**config.mk**
```make
export PLATFORM = sky130hd
export DESIGN_NAME = tcp_div
export DESIGN_NICKNAME = d
export VERILOG_FILES = /design/src/hdl/tile_constraint_propagator_top_defines.svh /design/src/hdl/tcp_pkg.sv /design/src/hdl/tcp_div.sv
export SDC_FILE = /design/constraint.sdc
export NUM_CORES = 1
export LEC_CHECK = 0
export BUFFER_PORTS_ARGS = -buffer_cell sky130_fd_sc_hd__buf_2
export CORE_MARGIN = 3
export CORE_UTILIZATION = 40
export CTS_CLUSTER_DIAMETER = 200
export CTS_CLUSTER_SIZE = 8
export DETAILED_ROUTE_END_ITERATION = 8
export SLEW_MARGIN = 20
export SYNTH_ARGS = -nofsm -noshare
export SYNTH_HDL_FRONTEND = slang
export SYNTH_SLANG_ARGS = --single-unit
```
**constraint.sdc**
```tcl
create_clock -name clk -period 2 [get_ports clk]
set_input_delay 0.3 -clock clk [delete_from_list [all_inputs] [get_ports clk]]
set_output_delay 0.3 -clock clk [all_outputs]
set_load 0.01 [all_outputs]
```
**src/hdl/tile_constraint_propagator_top_defines.svh**
```systemverilog
// Assertion macros for the tile constraint propagator.
`ifndef TILE_CONSTRAINT_PROPAGATOR_TOP_DEFINES_SVH
`define TILE_CONSTRAINT_PROPAGATOR_TOP_DEFINES_SVH
`ifndef SYNTHESIS
`define TCP_ASSERT(lbl, expr) \
	lbl: assert property (@(posedge clk) disable iff (!arst_n) (expr)) \
		else $error("tcp assertion failed");
`define TCP_ASSERT_IMP(lbl, pre, post) \
	lbl: assert property (@(posedge clk) disable iff (!arst_n) (pre) |-> (post)) \
		else $error("tcp assertion failed");
`else
`define TCP_ASSERT(lbl, expr)
`define TCP_ASSERT_IMP(lbl, pre, post)
`endif
`endif

```
**src/hdl/tcp_pkg.sv**
```systemverilog
`timescale 1ns / 1ps
package tcp_pkg;
	localparam int TileCount = 16;
	localparam int MaxCells  = 1024;
	localparam int CellW     = $clog2(MaxCells);
	localparam int CntW      = CellW + 1;
	localparam int DirCount  = 6;
	localparam int DimW      = 11;
	localparam int PlaneW    = 2 * DimW;
	localparam int SumW      = PlaneW + 1;
	localparam int StepW     = $clog2(CellW + 1);

	typedef logic [TileCount-1:0] tmask_t;
	typedef logic [CellW-1:0] cell_t;
	typedef logic [DimW-1:0] dim_t;

	typedef enum logic [1:0] {REQ_RULE, REQ_SET, REQ_RESTRICT, REQ_READ} req_t;
	typedef enum logic [1:0] {ST_OK, ST_CONTRA, ST_OUTSIDE} status_t;
	typedef enum logic [1:0] {CFG_WIDTH, CFG_HEIGHT, CFG_DEPTH} cfg_idx_t;
	typedef enum logic [2:0] {
		DIR_ZN, DIR_ZP, DIR_XN, DIR_XP, DIR_YN, DIR_YP
	} dir_t;

	typedef enum logic [4:0] {
		S_CLEAR, S_IDLE, S_RD, S_EVAL, S_POP, S_POPW, S_DIV1, S_DIV2,
		S_NB, S_NBW, S_FLUSH_RD, S_FLUSH_WR, S_FINAL, S_FINALW, S_RESULT
	} state_t;

	typedef struct packed {
		logic  start;
		cell_t dividend;
		dim_t  divisor;
	} div_req_t;

	typedef struct packed {
		logic  done;
		cell_t quot;
		cell_t rem;
	} div_rsp_t;

	function automatic logic [4:0] popcount(input tmask_t v);
		logic [4:0] n;
		n = '0;
		for (int i = 0; i < TileCount; i++) begin
			n = n + 5'(v[i]);
		end
		return n;
	endfunction
endpackage

```
**src/hdl/tcp_div.sv**
```systemverilog
`timescale 1ns / 1ps
module tcp_div (
	input  logic              clk,
	input  logic              arst_n,
	input  tcp_pkg::div_req_t req,
	output tcp_pkg::div_rsp_t rsp
);
	logic                        busy_q;
	logic                        done_q;
	logic [tcp_pkg::StepW-1:0]   step_q;
	tcp_pkg::cell_t              quo_q;
	logic [tcp_pkg::DimW:0]      rem_q;
	tcp_pkg::dim_t               dvs_q;
	logic [tcp_pkg::DimW:0]      trial;
	logic                        fits;

	always_comb begin
		trial = {rem_q[tcp_pkg::DimW-1:0], quo_q[tcp_pkg::CellW-1]};
		fits  = trial >= {1'b0, dvs_q};
	end

	always_ff @(posedge clk or negedge arst_n) begin
		if (!arst_n) begin
			busy_q <= 1'b0;
			done_q <= 1'b0;
			step_q <= '0;
		end else begin
			done_q <= 1'b0;
			if (req.start) begin
				busy_q <= 1'b1;
				step_q <= '0;
			end else if (busy_q) begin
				step_q <= step_q + 1'b1;
				if (step_q == tcp_pkg::StepW'(tcp_pkg::CellW - 1)) begin
					busy_q <= 1'b0;
					done_q <= 1'b1;
				end
			end
		end
	end

	always_ff @(posedge clk) begin
		if (req.start) begin
			quo_q <= req.dividend;
			rem_q <= '0;
			dvs_q <= req.divisor;
		end else if (busy_q) begin
			quo_q <= {quo_q[tcp_pkg::CellW-2:0], fits};
			rem_q <= fits ? trial - {1'b0, dvs_q} : trial;
		end
	end

	assign rsp.done = done_q;
	assign rsp.quot = quo_q;
	assign rsp.rem  = rem_q[tcp_pkg::CellW-1:0];
endmodule
```
## Word-level counts from Yosys, hierarchy flattened

Cells that the tools add are included.

- Add/subtract/negate cells: 2
- Order comparisons: 1
- Equal/unequal tests: 1
- Mux-type cells: 11
- Reduce and logical (&&, ||, !) cells: 1

Operators by type and width:

| kind | number |
|---|---|
| $mux W10 | 2 |
| $ge A12 B11 Y1 | 1 |
| $mux W11 | 1 |
| $sub A11 B11 Y11 | 1 |
| $mux W4 | 2 |
| $mux W1 | 6 |
| $add A4 B1 Y4 const B | 1 |
| $eq A4 B4 Y1 const B | 1 |
| $reduce_bool A2 Y1 | 1 |

- Flip-flop bits (word level): 38
- Input bits: 24
- Output and inout port bits: 21
- Word-level logic and storage cells: 22

## Logic depth before layout (Yosys ltp)

- Word-level depth: 4
- Gate-level depth with buffers: 9
- Depth with buffers taken out: 8

## Worst setup path before layout

OpenSTA, ideal clock, no wires.

- Path kind: register -> register
- Start point: reg quo_q[9]
- End point: reg quo_q[0] (data pin)
- Setup time: 269 ps
- Arrival time: 1871 ps
- Data required time: 1731 ps
- Setup slack: -140 ps
- Stages on the path, launching flop included: 10
- Path buffers: 1
- Period minus slack after synthesis: 2140 ps
- Path through: edfxtp_1 > inv_1 > ha_1 > fa_1 > nor2b_4 > o31a_4 > o211ai_4 > and2_1 > buf_2 > mux2i_1

- Cells in the longest elaborated chain, start to end: 3

Ends and longest elaborated chain:

| item | RTL line | RTL |
|---|---|---|
| from (decl) | tcp_div.sv:11 | `tcp_pkg::cell_t quo_q;` |
| from (signal assigned) | tcp_div.sv:44 | `quo_q <= req.dividend;` |
| from (signal assigned) | tcp_div.sv:48 | `quo_q <= {quo_q[tcp_pkg::CellW-2:0], fits};` |
| $ge A12 B11 Y1 | tcp_div.sv:19 | `fits = trial >= {1'b0, dvs_q};` |
| $mux W10 | tcp_div.sv:47 | `end else if (busy_q) begin` |
| $mux W10 | tcp_div.sv:43 | `if (req.start) begin` |

Every way passes these cells. The select of a mux whose other input is x is not followed.
A chain may end at the register's enable or synchronous reset.

## Worst setup path in the final report

- Start point: reg quo_q[9]
- End point: reg rem_q[0] (netlist bit)

- Cells in the longest elaborated chain, start to end: 2
- Elaborated cells on any way between the ends: 3
- Those cells by class: add/sub (1); order compare (1); mux (1)

Ends and longest elaborated chain:

| item | RTL line | RTL |
|---|---|---|
| $sub A11 B11 Y11 / $ge A12 B11 Y1 (equally long branches) | tcp_div.sv:49, tcp_div.sv:19 |  |
| $mux W11 * | tcp_div.sv:49 | `rem_q <= fits ? trial - {1'b0, dvs_q} : trial;` |
| to (signal assigned) | tcp_div.sv:49 |  |
| to (decl) | tcp_div.sv:12 | `logic [tcp_pkg::DimW:0] rem_q;` |

Mark *: on every way between the ends. The rest lies on a longest branch, timed or not.

==> results.md <==
* M2 GR Usage at approximately a quarter
* Synth cell types at 60
* Mapped Area at about 0.0024 sq mm
* Worst R2R Start: quo_q[9]
* Layout cell share with drive strength beyond 1 at slightly above 40%
* EDFF count, synth at 21
* Iter 0 DRT Violations at slightly below 80
* Clk sink count at 38
* WP data arrival at 2.20 ns
* Area grow syn2layout at 24.96%
* Maximum VDD drop at 0.5641 mV
* Hold Crit Depth at 1
* Gr ovfl total at 0
* Core area at around 0.0057 sq mm
* Worst hold endpoint: dvs_q[6]
* Cell count after synthesis at around 240
* Power Density at approximately 1100 mW/mm^2
* Via/cell ratio at approximately 5.2
* Post-DRT Antenna Nets at 0
* Worst reg-to-reg path cell count at 9
* M3 GR Usage at 3.455%
* Critical path launch point type: register
* Final GP Congestion at ~0.9
* Minimum clock period at between 1.5 and 2 ns
* CTS tree: built
* First-pass GRT wire length at around 8900 um
* PortBufs at between 40 and 50
* CTS root buf: clkbuf_8
* Final Max Tran Viols at 0
* Syn nets at between 200 and 300
* Final nets at 336
* Grt met1 use at 20.75%
* # DRC at 0
* Fmax at roughly 500 MHz
* Outcome: complete, no violations
* Worst Setup End Kind: register
* Final WL at 5444 um
* DP Wirelength at 4100 um
* Starting Density at a little over two fifths
* Final Util at a little over half
* Clock Path Buffers at 2
* Busiest metal layer after global routing: met2
* Filler Cell Count at ~520
* Rel. slew slack at between 50% and 60%
* Number of global-route vias before repair at between 1500 and 2000
* Total die area at between 0.007 and 0.008 sq mm
* Max Cap Viol at 0
* Hold Vio Cnt, Final at 0
* N_diodes at 0
* Pwr Total at roughly 3300 uW
* CTS Buf Count at 5
* Synthesized flop and latch total at 38
* Fin Hold WS at around 0.17 ns
* Die Height at 84.12 um
* RSZ-0062 raised after global routing: true
* Die Span X at around 84 um
* Period utilization at approximately 99%
* WL per Instance at around 15 um
* YS warnings at 0
* Crit-path max FO at 7
* R2r endpoint: rem_q[0]
* Initial antenna violation count at 0
* Ys async rst share at between 15 and 20%
* Worst min path class: input pin to register
* Largest net degree at the start of global routing at 33
* H-tree depth at 2
* Min-delay src: req[6]
* Pre-antenna DRT Iters at 4
* Via count at around 1900
* Num rows at 27
* CTS clk-pin slew, worst paths at ~0.070 ns
* Critical path type: register to register
* Top Ports at between 40 and 50
* Actual slew at the worst max-slew pin at 0.6434 ns
* Sequential area share after synthesis at just over 40%
* GRT Overall Usage at roughly 16%
* Pleak at 0.001351 uW
* CP required at 2.22 ns
* Mean Syn Cell Area at around 10 sq um
* Top_reg_cell synth: edfxtp_1
* R2R Setup Slk at roughly 0.015 ns
* Finish-stage setup viols at 0
* Worst Clk Skew at ~0.0037 ns
* Clock latency at the later pin of the worst-skew pair at about 0.3 ns
## routing by layer
layer,vias to the layer above,wire (um)
li1,970,-
met1,907,2645
met2,44,2491
met3,9,210
met4,0,96
met5,-,0
## worst max path at each step
stage	startpoint	end	slack, ns	depth (start not counted)
2_1_floorplan	quo_q[9]	quo_q[0]	-0.11	9
3_3_place_gp	quo_q[9]	rem_q[0]	0.01	9
3_5_place_dp	quo_q[9]	rem_q[6]	-0.03	9
4_1_cts	dvs_q[2]	rem_q[0]	-0.006	8
5_1_grt	quo_q[9]	rem_q[6]	-0.09	9
6_report	quo_q[9]	rem_q[0]	0.02	9
## worst max-delay path, stage by stage (launching register included)
cell and delay [ns]:
edfxtp_1 0.34, inv_1 0.05, ha_2 0.19, fa_2 0.36, nor2b_4 0.13, o31a_4 0.15
o211ai_4 0.10, buf_12 0.16, a21o_2 0.19, a311oi_2 0.24
## layout make-up
| cell class | instances | area [sq um] | share of cell area, % |
|---|---|---|---|
| inverters | 16 | 60.06 | 1.969 |
| repair buffers | 77 | 498.0 | 16.32 |
| well taps | 72 | 90.09 | 2.953 |
| clock buffers | 5 | 68.82 | 2.256 |
| clock inverters | 3 | 16.27 | 0.5332 |
| multi-input cells | 160 | 1316 | 43.15 |
| flip-flops and latches | 38 | 1001 | 32.81 |
## registers in the layout, summed over array words and instances, names as in the netlist
register and count:
done_q 1, step_q 4, rem_q 11, busy_q 1, dvs_q 11, quo_q 10
## cells in the final DEF (no fill, tap or decap), drive strengths merged, types with 6 or more instances in the layout
cell | Yosys | layout
ha | 13 | 13
dfxtp | 11 | 11
a21oi | 7 | 7
nor2b | 8 | 8
nand2 | 14 | 14
dfrtp | 6 | 6
buf | 15 | 76
edfxtp | 21 | 21
nor2 | 25 | 25
inv | 16 | 16
mux2 | 9 | 9
o21ai | 8 | 8
## cell usage after synthesis, types with 4 or more instances
master | n | share of area (%)
a31oi_1 | 4 | 1.0
nor2b_1 | 7 | 1.8
o21a_1 | 5 | 1.5
nand2_1 | 14 | 2.2
o21ai_0 | 5 | 1.0
clkbuf_1 | 8 | 1.2
inv_1 | 16 | 2.5
ha_1 | 13 | 6.7
dfrtp_1 | 6 | 6.2
a211oi_1 | 4 | 1.2
nor2_1 | 25 | 3.8
mux2_2 | 9 | 4.2
dfxtp_1 | 11 | 9.0
nor3b_1 | 4 | 1.2
edfxtp_1 | 21 | 26
a21oi_1 | 6 | 1.2
buf_4 | 11 | 3.4
## power by group
group          internal (uW)  total (uW)  switching (uW)
logic                    905        1750             845
registers                962        1060             102
clock network            238         516             278
## through the flow
stage | instances | cell area, sq um | setup TNS (ns) | worst slack [ns]
6_report | 371 | 3050 | 0 | 0.01542
5_1_grt | 371 | 3050 | -0.4844 | -0.08652
4_1_cts | 366 | 2933 | -0.006815 | -0.005950
3_5_place_dp | 356 | 2810 | -0.1196 | -0.03446
3_3_place_gp | 356 | 2810 | 0 | 0.01499
2_1_floorplan | 237 | 2444 | -0.3013 | -0.1105
## timing repair
action                                  4_1_cts  5_1_grt
hold buffers                                  1        0
resized for setup                             6       13
endpoints found under the hold margin         6        0
endpoints found under the setup margin       10       12
pin swaps                                     1       10
buffers inserted                              1        5
## logic make-up after synthesis
group           count (synthesis)  share of synthesized area, %
simple gates                   79                         18.66
compound gates                 51                         17.43
buf+inv                        39                         8.662
flops                          38                         41.00
fa+ha+maj                      14                         7.484
mux                            11                         4.972
xor+xnor                        5                         1.794
No activity file was read; power rests on OpenSTA's default activity.
