**config.mk**
```make
export PLATFORM = sky130hd
export DESIGN_NAME = tcp_rules
export DESIGN_NICKNAME = d
export VERILOG_FILES = /design/src/hdl/tile_constraint_propagator_top_defines.svh /design/src/hdl/tcp_pkg.sv /design/src/hdl/tcp_rules.sv
export SDC_FILE = /design/constraint.sdc
export NUM_CORES = 1
export LEC_CHECK = 0
export BUFFER_PORTS_ARGS = -buffer_cell sky130_fd_sc_hd__buf_4
export CAP_MARGIN = 25
export CELL_PAD_IN_SITES_DETAIL_PLACEMENT = 0
export CELL_PAD_IN_SITES_GLOBAL_PLACEMENT = 1
export CORE_MARGIN = 1
export CORE_UTILIZATION = 40
export DETAILED_ROUTE_END_ITERATION = 8
export PLACE_DENSITY_LB_ADDON = 0.1
export SYNTH_ARGS = -nofsm -noshare
export SYNTH_HDL_FRONTEND = slang
export SYNTH_SLANG_ARGS = --single-unit
```
**constraint.sdc**
```tcl
create_clock -name clk -period 5.8 [get_ports clk]
set_clock_uncertainty 0.15 [all_clocks]
set_input_delay 0 -clock clk [delete_from_list [all_inputs] [get_ports clk]]
set_output_delay 0 -clock clk [all_outputs]
set_load 0.01 [all_outputs]
```
**src/hdl/tile_constraint_propagator_top_defines.svh**
```systemverilog
// Assertion macros for the tile constraint propagator.
`ifndef TILE_CONSTRAINT_PROPAGATOR_TOP_DEFINES_SVH
`define TILE_CONSTRAINT_PROPAGATOR_TOP_DEFINES_SVH
`ifndef SYNTHESIS
`define TCP_ASSERT(lbl, expr) \
	lbl: assert property (@(posedge clk) disable iff (!arst_n) (expr)) \
		else $error("tcp assertion failed");
`define TCP_ASSERT_IMP(lbl, pre, post) \
	lbl: assert property (@(posedge clk) disable iff (!arst_n) (pre) |-> (post)) \
		else $error("tcp assertion failed");
`else
`define TCP_ASSERT(lbl, expr)
`define TCP_ASSERT_IMP(lbl, pre, post)
`endif
`endif

```
**src/hdl/tcp_pkg.sv**
```systemverilog
`timescale 1ns / 1ps
package tcp_pkg;
	localparam int TileCount = 16;
	localparam int MaxCells  = 1024;
	localparam int CellW     = $clog2(MaxCells);
	localparam int CntW      = CellW + 1;
	localparam int DirCount  = 6;
	localparam int DimW      = 11;
	localparam int PlaneW    = 2 * DimW;
	localparam int SumW      = PlaneW + 1;
	localparam int StepW     = $clog2(CellW + 1);

	typedef logic [TileCount-1:0] tmask_t;
	typedef logic [CellW-1:0] cell_t;
	typedef logic [DimW-1:0] dim_t;

	typedef enum logic [1:0] {REQ_RULE, REQ_SET, REQ_RESTRICT, REQ_READ} req_t;
	typedef enum logic [1:0] {ST_OK, ST_CONTRA, ST_OUTSIDE} status_t;
	typedef enum logic [1:0] {CFG_WIDTH, CFG_HEIGHT, CFG_DEPTH} cfg_idx_t;
	typedef enum logic [2:0] {
		DIR_ZN, DIR_ZP, DIR_XN, DIR_XP, DIR_YN, DIR_YP
	} dir_t;

	typedef enum logic [4:0] {
		S_CLEAR, S_IDLE, S_RD, S_EVAL, S_POP, S_POPW, S_DIV1, S_DIV2,
		S_NB, S_NBW, S_FLUSH_RD, S_FLUSH_WR, S_FINAL, S_FINALW, S_RESULT
	} state_t;

	typedef struct packed {
		logic  start;
		cell_t dividend;
		dim_t  divisor;
	} div_req_t;

	typedef struct packed {
		logic  done;
		cell_t quot;
		cell_t rem;
	} div_rsp_t;

	function automatic logic [4:0] popcount(input tmask_t v);
		logic [4:0] n;
		n = '0;
		for (int i = 0; i < TileCount; i++) begin
			n = n + 5'(v[i]);
		end
		return n;
	endfunction
endpackage

```
**src/hdl/tcp_rules.sv**
```systemverilog
`timescale 1ns / 1ps
module tcp_rules (
	input  logic                                       clk,
	input  logic                                       we,
	input  logic [2:0]                                 wr_dir,
	input  logic [3:0]                                 wr_tile,
	input  tcp_pkg::tmask_t                            wdata,
	input  logic [2:0]                                 rd_dir,
	output logic [tcp_pkg::TileCount-1:0][tcp_pkg::TileCount-1:0] row
);
	logic [tcp_pkg::TileCount-1:0][tcp_pkg::TileCount-1:0] mem [tcp_pkg::DirCount];

	always_ff @(posedge clk) begin
		if (we) begin
			mem[wr_dir][wr_tile] <= wdata;
		end
		row <= mem[rd_dir];
	end
endmodule

```
==> Yosys cells after proc, flatten, opt, wreduce, memory -nomap -nowiden <==
Memory sizes are Yosys's and may differ from the RTL's. A register that Yosys moved wholly into a read port is not among the register bits.
Index checks and enable logic that the tools add are counted.
W data, S select, Z words.
{ "word_totals": {"output_inout_bits": 256, "wordCells": 8, "n_memories": 1, "register_bits": 0, "ramBits": 1536, "inputBits": 28} }
{ "classes": {"reduce_logical": 1, "order_cmp": 2, "muxes": 4} }
{ "memory_table": {"columns": ["memory", "depth", "word_bits", "read_ports", "rd_clocked_by_memory_dff", "wr", "line_no", "text"], "rows": [
  ["mem", 6, 256, 1, 1, 1, "tcp_rules.sv:11", "logic [tcp_pkg::TileCount-1:0][tcp_pkg::TileCount-1:0] mem [tcp_pkg::DirCount];"]
]} }
{ "op_table": {"columns": ["cell", "n"], "rows": [
  ["$mux W256", 1],
  ["$demux W16 S4", 1],
  ["$mux W16", 1],
  ["$lt A4 B5 Y1 const B", 1],
  ["$ge A4 B1 Y1 const B", 1],
  ["$logic_and A1 B1 Y1", 1],
  ["$mux W1", 1]
]} }

==> Longest topological paths before layout <==
Gate-level depths: netlist (run 1).
{ "depth": {"ltp_word": 5, "depth_mapped": 7} }

==> Worst setup path after synthesis (run 1) <==
Ideal clock, no wire load.
{ "synth_timing": {"path_type": "input to register", "from": "in wr_dir[2]", "to": "mem mem[2][112] in the netlist's numbering, enable pin", "cell_stages": 4, "slack_ps": 3756, "t_arrival_ps": 1505, "n_path_buf": 2, "t_required_ps": 5262, "path_cell_list": "or3b_2 -> clkbuf_1 -> buf_2 -> nor2_1"} }
{ "synth_rtl": {"columns": ["item", "line_no", "text"], "rows": [
  ["start: declaration", "tcp_rules.sv:5", "input logic [2:0] wr_dir,"],
  ["end: declaration", "tcp_rules.sv:11", null]
]} }
No word-level cell before the write port.

==> Final worst setup path (run 1) <==
{ "layout_timing": {"from": "in wr_tile[2]", "to": "mem mem[0][6] in the netlist's numbering, enable pin"} }
{ "layout_between": {"elab_chain_len": 5, "word_cells_on_any_way": 6, "cone_classes": "2 x order compare; 3 x mux; 1 x reduce/logical"} }
{ "layout_lines": {"columns": ["item", "line_no", "text"], "rows": [
  ["start: declaration", "tcp_rules.sv:6", "input logic [3:0] wr_tile,"],
  ["$lt A4 B5 Y1 (not written as such) / $ge A4 B1 Y1 (equally long branches)", "tcp_rules.sv:15", "mem[wr_dir][wr_tile] <= wdata;"],
  ["$logic_and A1 B1 Y1 (not written as such)", "tcp_rules.sv:15", null],
  ["$mux W16 (not written as such)", "tcp_rules.sv:15", null],
  ["$demux W16 S4 (*)", "tcp_rules.sv:15", null],
  ["$mux W256 (not written as such) (*)", "tcp_rules.sv:15", null]
]} }
Every way passes the cells marked *; elsewhere a longest branch is shown, timed or not.

==> out/qor.csv, run 1 <==
metric,value,unit
status,"finished, final reports clean",
grt_pass1_vias,33466,
fillCellCount,13308,
timing.critical_path.buf_inv,4,
post_cts_resized,0,
seqCellArea,51200,sq um
synth_area_per_cell,18.9,sq um
max_stage_delay,0.74,ns
overflow,0,
antenna_found_initial,8,
die-area,161000,sq um
cts.clk_slew.worst_paths,0.06,ns
grt_pass1_wl,230000,um
r2r_slack,4.44,ns
p_sw,0.00572,W
cp-end-kind,flop,
drcViolationCount,0,
placed_area,68900,sq um
mostFrequentLayoutCells,"1536 x edfxtp_1, 512 x mux2_2, 404 x buf_4",
die_h,402,um
ant_nets,0,
die_w,402,um
ir_drop,0.274,mV
finalCritPeriodShare,46.3,%
pwr-share-seq,52.2,%
yosys.area.top_type_share,72.1,%
clock-root-buffer,clkbuf_16,
startpoint_type,input port,
drtPass1Iterations,5,
grt_max_degree,145,
hold_path_class,input port to flop,
clockBufferDepth,3,
port-buffer-count,283,
num_vias,31851,
num-nets-final,3869,
slew_headroom,31.8,%
setup_viol,0,
yosys_warnings,0,
multi_input_area,11800,sq um
rows,146,
report.final.slew_viol_count,0,
worstMarginPinSlew,1.02,ns
grt_use_total,19.6,%
cap_violations,0,
power.leakage,25.6,nW
wl_per_cell,26.4,um
cts_buffers,188,
vias_per_cell,5.24,
rsz0062_at_grt,no,
finalWeightedCongestion,0.746,
synth_area_leaders,"edfxtp_1 72%, mux2_2 9.0%, dfxtp_1 8.0%",
cp_slowest_cell,dlygate4sd3_1,
drive_above_1_share,30.2,%
min_period,2.68,ns
switching_share,20.9,%
area_growth,17.8,%
cp.arrival,3.04,ns
ys_seq_area_share,80.2,%
ios,284,
netlist_area,63900,sq um
worst_ep_required_time,6.15,ns
clkPwrFrac,43.1,%
dp_slack,3.10,ns
fmax,0.373,GHz
synth_nets,3408,
cp_max_fo,9,
dp_hpwl,86300,um
path_delay_family,buffers and inverters,
synth_top_area_cell,edfxtp_1,
drt-total-wl,160000,um
layout_setup_ws,3.12,ns
timing.critical_path.mode_cell,dlygate4sd3_1,
insertion_delay,0.79,ns
htree_levels,4,
drtIter0Drc,2163,
cp_cell_sequence,dlygate4sd3_1 > buf_4 > nor3b_1 > dlygate4sd3_1 > nand2_1 > nor2_1 > buf_6,
initial_utilization,40.3,%
hold_viol,0,
finalInstanceArea,75300,sq um
combPwrFrac,4.7,%
final_common_cell,edfxtp_1,
p_per_area,363,nW/um^2
intPower,0.0216,W
yosys.cell_types.count,24,
finalSetupTns,0,ns
syn_inst,3380,
core,159000,sq um
cts_tree,built,
cts_sinks,1792,
ys_seq_elements,1792,
worstSetupPathType,input port to flop,
-- sequential cells by signal, indices dropped and copies added, names as in the netlist --
signal  cells
row       256
mem      1536
-- layout make-up --
type,instances,share of cell area (%)
well taps,2072,3.44
multi-input cells,1408,15.6
flip-flops and latches,1792,68.0
diodes,4,0.0133
repair buffers,451,4.81
clock buffers,271,7.15
clock inverters,84,0.967
-- synthesized netlist by cell type, drive strengths merged --
library cell     n
nor2b            2
or3b             2
a21oi          256
buf            125
mux2i          256
or2              1
nor2            98
clkbuf          55
nand3            4
nand3b           2
and3b            2
nand2b           1
nand2           13
and3             1
mux2           512
nor3b            1
edfxtp        1536
dfxtp          256
or3              1
o22ai          256
-- metrics by stage --
stage / hold WS, ns / cells / util, % / total power [W]
after floorplan: -0.0511 / 3380 / - / 0.0151
after global placement: 0.242 / 5681 / 43.4 / 0.0158
after detailed placement: 0.240 / 5692 / 43.4 / 0.0158
after CTS: 0.0400 / 6077 / 47.5 / 0.0276
after global routing: 0.0618 / 6078 / 47.5 / 0.0282
final: 0.0986 / 6082 / 47.5 / 0.0273
-- cells by family after synthesis --
kind of cell | share of synthesized area (%)
AO/OA/AOI/OAI | 4.51
buffers and inverters | 1.49
multiplexers | 13.0
flip-flops | 80.2
AND/OR/NAND/NOR | 0.832
-- timing repair --
| item | CTS | global route |
|---|---|---|
| hold buffers | 30 | 0 |
| setup buffers | 0 | 0 |
| hold endpoints to repair | 1208 | 0 |
-- power groups by stage --
stage	logic [W]	clock network (W)	registers [W]
after floorplan	0.000541	0	0.0145
after global placement	0.00126	0	0.0145
after detailed placement	0.00128	0	0.0145
after CTS	0.00130	0.0121	0.0143
after global routing	0.00136	0.0125	0.0143
final	0.00127	0.0118	0.0143
-- final timing paths --
kind / cells after the start / end / startpoint
worst max register to register: 3 / row[86] / mem[3][86]
worst max-delay path: 7 / mem[0][6] / wr_tile[2]
worst min register to register: 2 / row[241] / mem[4][241]
worst min-delay path: 2 / mem[4][65] / wdata[1]
-- routing by layer --
layer  global-route usage [%]  vias to the layer above  wire length [um]
li1                         -                    14277                 -
met3                     3.33                      198              7240
met5                        0                        -                 0
met1                     26.7                    16609             71500
met2                     32.7                      767             78600
met4                     5.17                        0              3110
No activity file was read; power rests on OpenSTA's default activity.
==> run 2: changes to the inputs <==
==> constraint.sdc (replaced) <==
create_clock -name clk -period 2.6 [get_ports clk]
set_clock_uncertainty 0.15 [all_clocks]
set_input_delay 0 -clock clk [delete_from_list [all_inputs] [get_ports clk]]
set_output_delay 0 -clock clk [all_outputs]
set_load 0.01 [all_outputs]
==> out/qor.csv, run 2 (same netlist as run 1, synthesis figures left out) <==
metric,value,unit,change
port-buffer-count,283,,unchanged
combPwrFrac,5.1,%,+0.4 points
finalSetupTns,0,ns,unchanged
post_cts_resized,0,,unchanged
finalCritPeriodShare,79.1,%,
cts.clk_slew.worst_paths,0.06,ns,about the same
setup_viol,0,,unchanged
worst_r2r_endpoint,row[3],,
report.final.slew_viol_count,0,,unchanged
dp_hpwl,94200,um,+9.1%
grt_pass1_vias,33032,,-1.3%
ios,284,,unchanged
power.leakage,26.1,nW,+2.0%
switching_share,21.0,%,+0.058 points
seqCellArea,51200,sq um,unchanged
grt_pass1_wl,231000,um,+0.62%
clockBufferDepth,3,,unchanged
min-delay-start,wr_dir[1],,
ir_drop,0.598,mV,+120%
holdWs,0.0399,ns,-0.0587 ns
crit-reg2reg-launch,mem[3][3],,
area_growth,19.3,%,
min_period,2.06,ns,
p_sw,0.0128,W,+120%
clock-root-buffer,clkbuf_16,,
worstSetupPathType,input port to flop,,
rows,146,,unchanged
slew_headroom,35.7,%,+4.0 points
wl_per_cell,26.1,um,-0.93%
ant_nets,0,,unchanged
worstMarginPinSlew,0.964,ns,-0.0593 ns
cts_sinks,1792,,unchanged
cp.arrival,2.59,ns,-0.45 ns
final_common_cell,edfxtp_1,,
finalWeightedCongestion,0.776,,+4.1%
largest_registers,"mem: 1536 flops, row: 256 flops",,
intPower,0.0482,W,+120%
num-nets-final,3947,,+2.0%
pwr-share-seq,52.0,%,-0.2 points
reg2reg_depth,4,,+1
worst_ep_required_time,3.13,ns,-3.02 ns
fillCellCount,13197,,-0.83%
htree_levels,4,,unchanged
stdcell_count,6156,,+1.2%
cts_setup_buffers,0,,unchanged
placed_area,69900,sq um,+1.5%
whs_endpoint,mem[3][47],,
cap_violations,0,,unchanged
drive_above_1_share,31.5,%,+1.4 points
insertion_delay,0.80,ns,about the same
hold_viol,0,,unchanged
cts-hold-fix-buffers,30,,unchanged
drtPass1Iterations,5,,unchanged
r2r_slack,0.84,ns,-3.60 ns
die_h,402,um,unchanged
regMostFlops,mem,,
die_w,402,um,unchanged
grt_use_total,19.8,%,+0.11 points
antenna_found_initial,9,,+1
cp-end-kind,flop,,
clkPwrFrac,42.9,%,-0.2 points
vias_per_cell,5.20,,-0.68%
hold_path_class,input port to flop,,
drcViolationCount,0,,unchanged
p_per_area,800,nW/um^2,+120%
grt_max_degree,106,,-27%
p_total,0.0610,W,+120%
mostFrequentLayoutCells,"1536 x edfxtp_1, 512 x mux2_2, 458 x buf_4",,
cts_buffers,185,,-1.6%
multi_input_area,11800,sq um,about the same
rsz0062_at_grt,no,,
largest_reg_flops,1536,,unchanged
drtIter0Drc,2323,,+7.4%
fmax,0.486,GHz,
cts_tree,built,,
core,159000,sq um,unchanged
initial_utilization,40.3,%,unchanged
cp_max_fo,78,,+69
status,"finished, final reports clean",,
drt-total-wl,161000,um,+0.27%
finalInstanceArea,76300,sq um,+1.2%
num_vias,32018,,+0.52%
die-area,161000,sq um,unchanged
overflow,0,,unchanged
placed_cells_incl_taps,5774,,+1.4%
whs_path_depth,5,,+3
startpoint_type,input port,,
## run 2: worst max-delay path, cell delays in order
cell and delay (ns):
dlygate4sd3_1 0.57, buf_8 0.26, buf_12 0.41, mux2_2 0.39
o22ai_1 0.24, a21oi_1 0.06, dlygate4sd3_1 0.57
## run 2: area by class of cell
class | instances | area share (%)
tap | 2072 | 3.40
sequential | 1792 | 67.2
multi-input combinational | 1408 | 15.4
antenna | 3 | 0.00984
timing repair buffer | 532 | 6.03
clock inverter | 68 | 0.828
clock buffer | 281 | 7.14
## run 2: worst max-delay path by stage
| stage | from | endpoint | slack [ns] | cells past startpoint |
|---|---|---|---|---|
| global route | rd_dir[0] | row[3] | 0.49 | 7 |
| CTS | rd_dir[0] | row[3] | 0.58 | 7 |
| detailed placement | rd_dir[0] | row[22] | 0.56 | 5 |
| floorplan | wr_dir[2] | mem[2][112] | 0.56 | 4 |
| finish | rd_dir[0] | row[3] | 0.54 | 7 |
| global placement | rd_dir[0] | row[22] | 0.55 | 5 |
## run 2: per-layer routing
| layer | track usage, % | vias up | routed length, um |
|---|---|---|---|
| met5 | 0 | - | 0 |
| met4 | 5.50 | 0 | 3490 |
| met3 | 3.28 | 223 | 7820 |
| met2 | 32.2 | 833 | 77100 |
| met1 | 27.4 | 16530 | 72500 |
| li1 | - | 14432 | - |
## run 2: power groups by stage
stage,Combinational [W],Sequential [W],Clock (W)
2_1_floorplan,0.00121,0.0324,0
3_3_place_gp,0.00311,0.0323,0
3_5_place_dp,0.00314,0.0323,0
4_1_cts,0.00319,0.0317,0.0267
5_1_grt,0.00331,0.0318,0.0279
6_report,0.00311,0.0317,0.0261
## run 2: stage by stage
| step | setup slack (ns) | util (%) |
|---|---|---|
| floorplan | 0.556 | - |
| global placement | 0.553 | 44.1 |
| detailed placement | 0.555 | 44.1 |
| CTS | 0.576 | 48.1 |
| global route | 0.495 | 48.1 |
| finish | 0.544 | 48.1 |
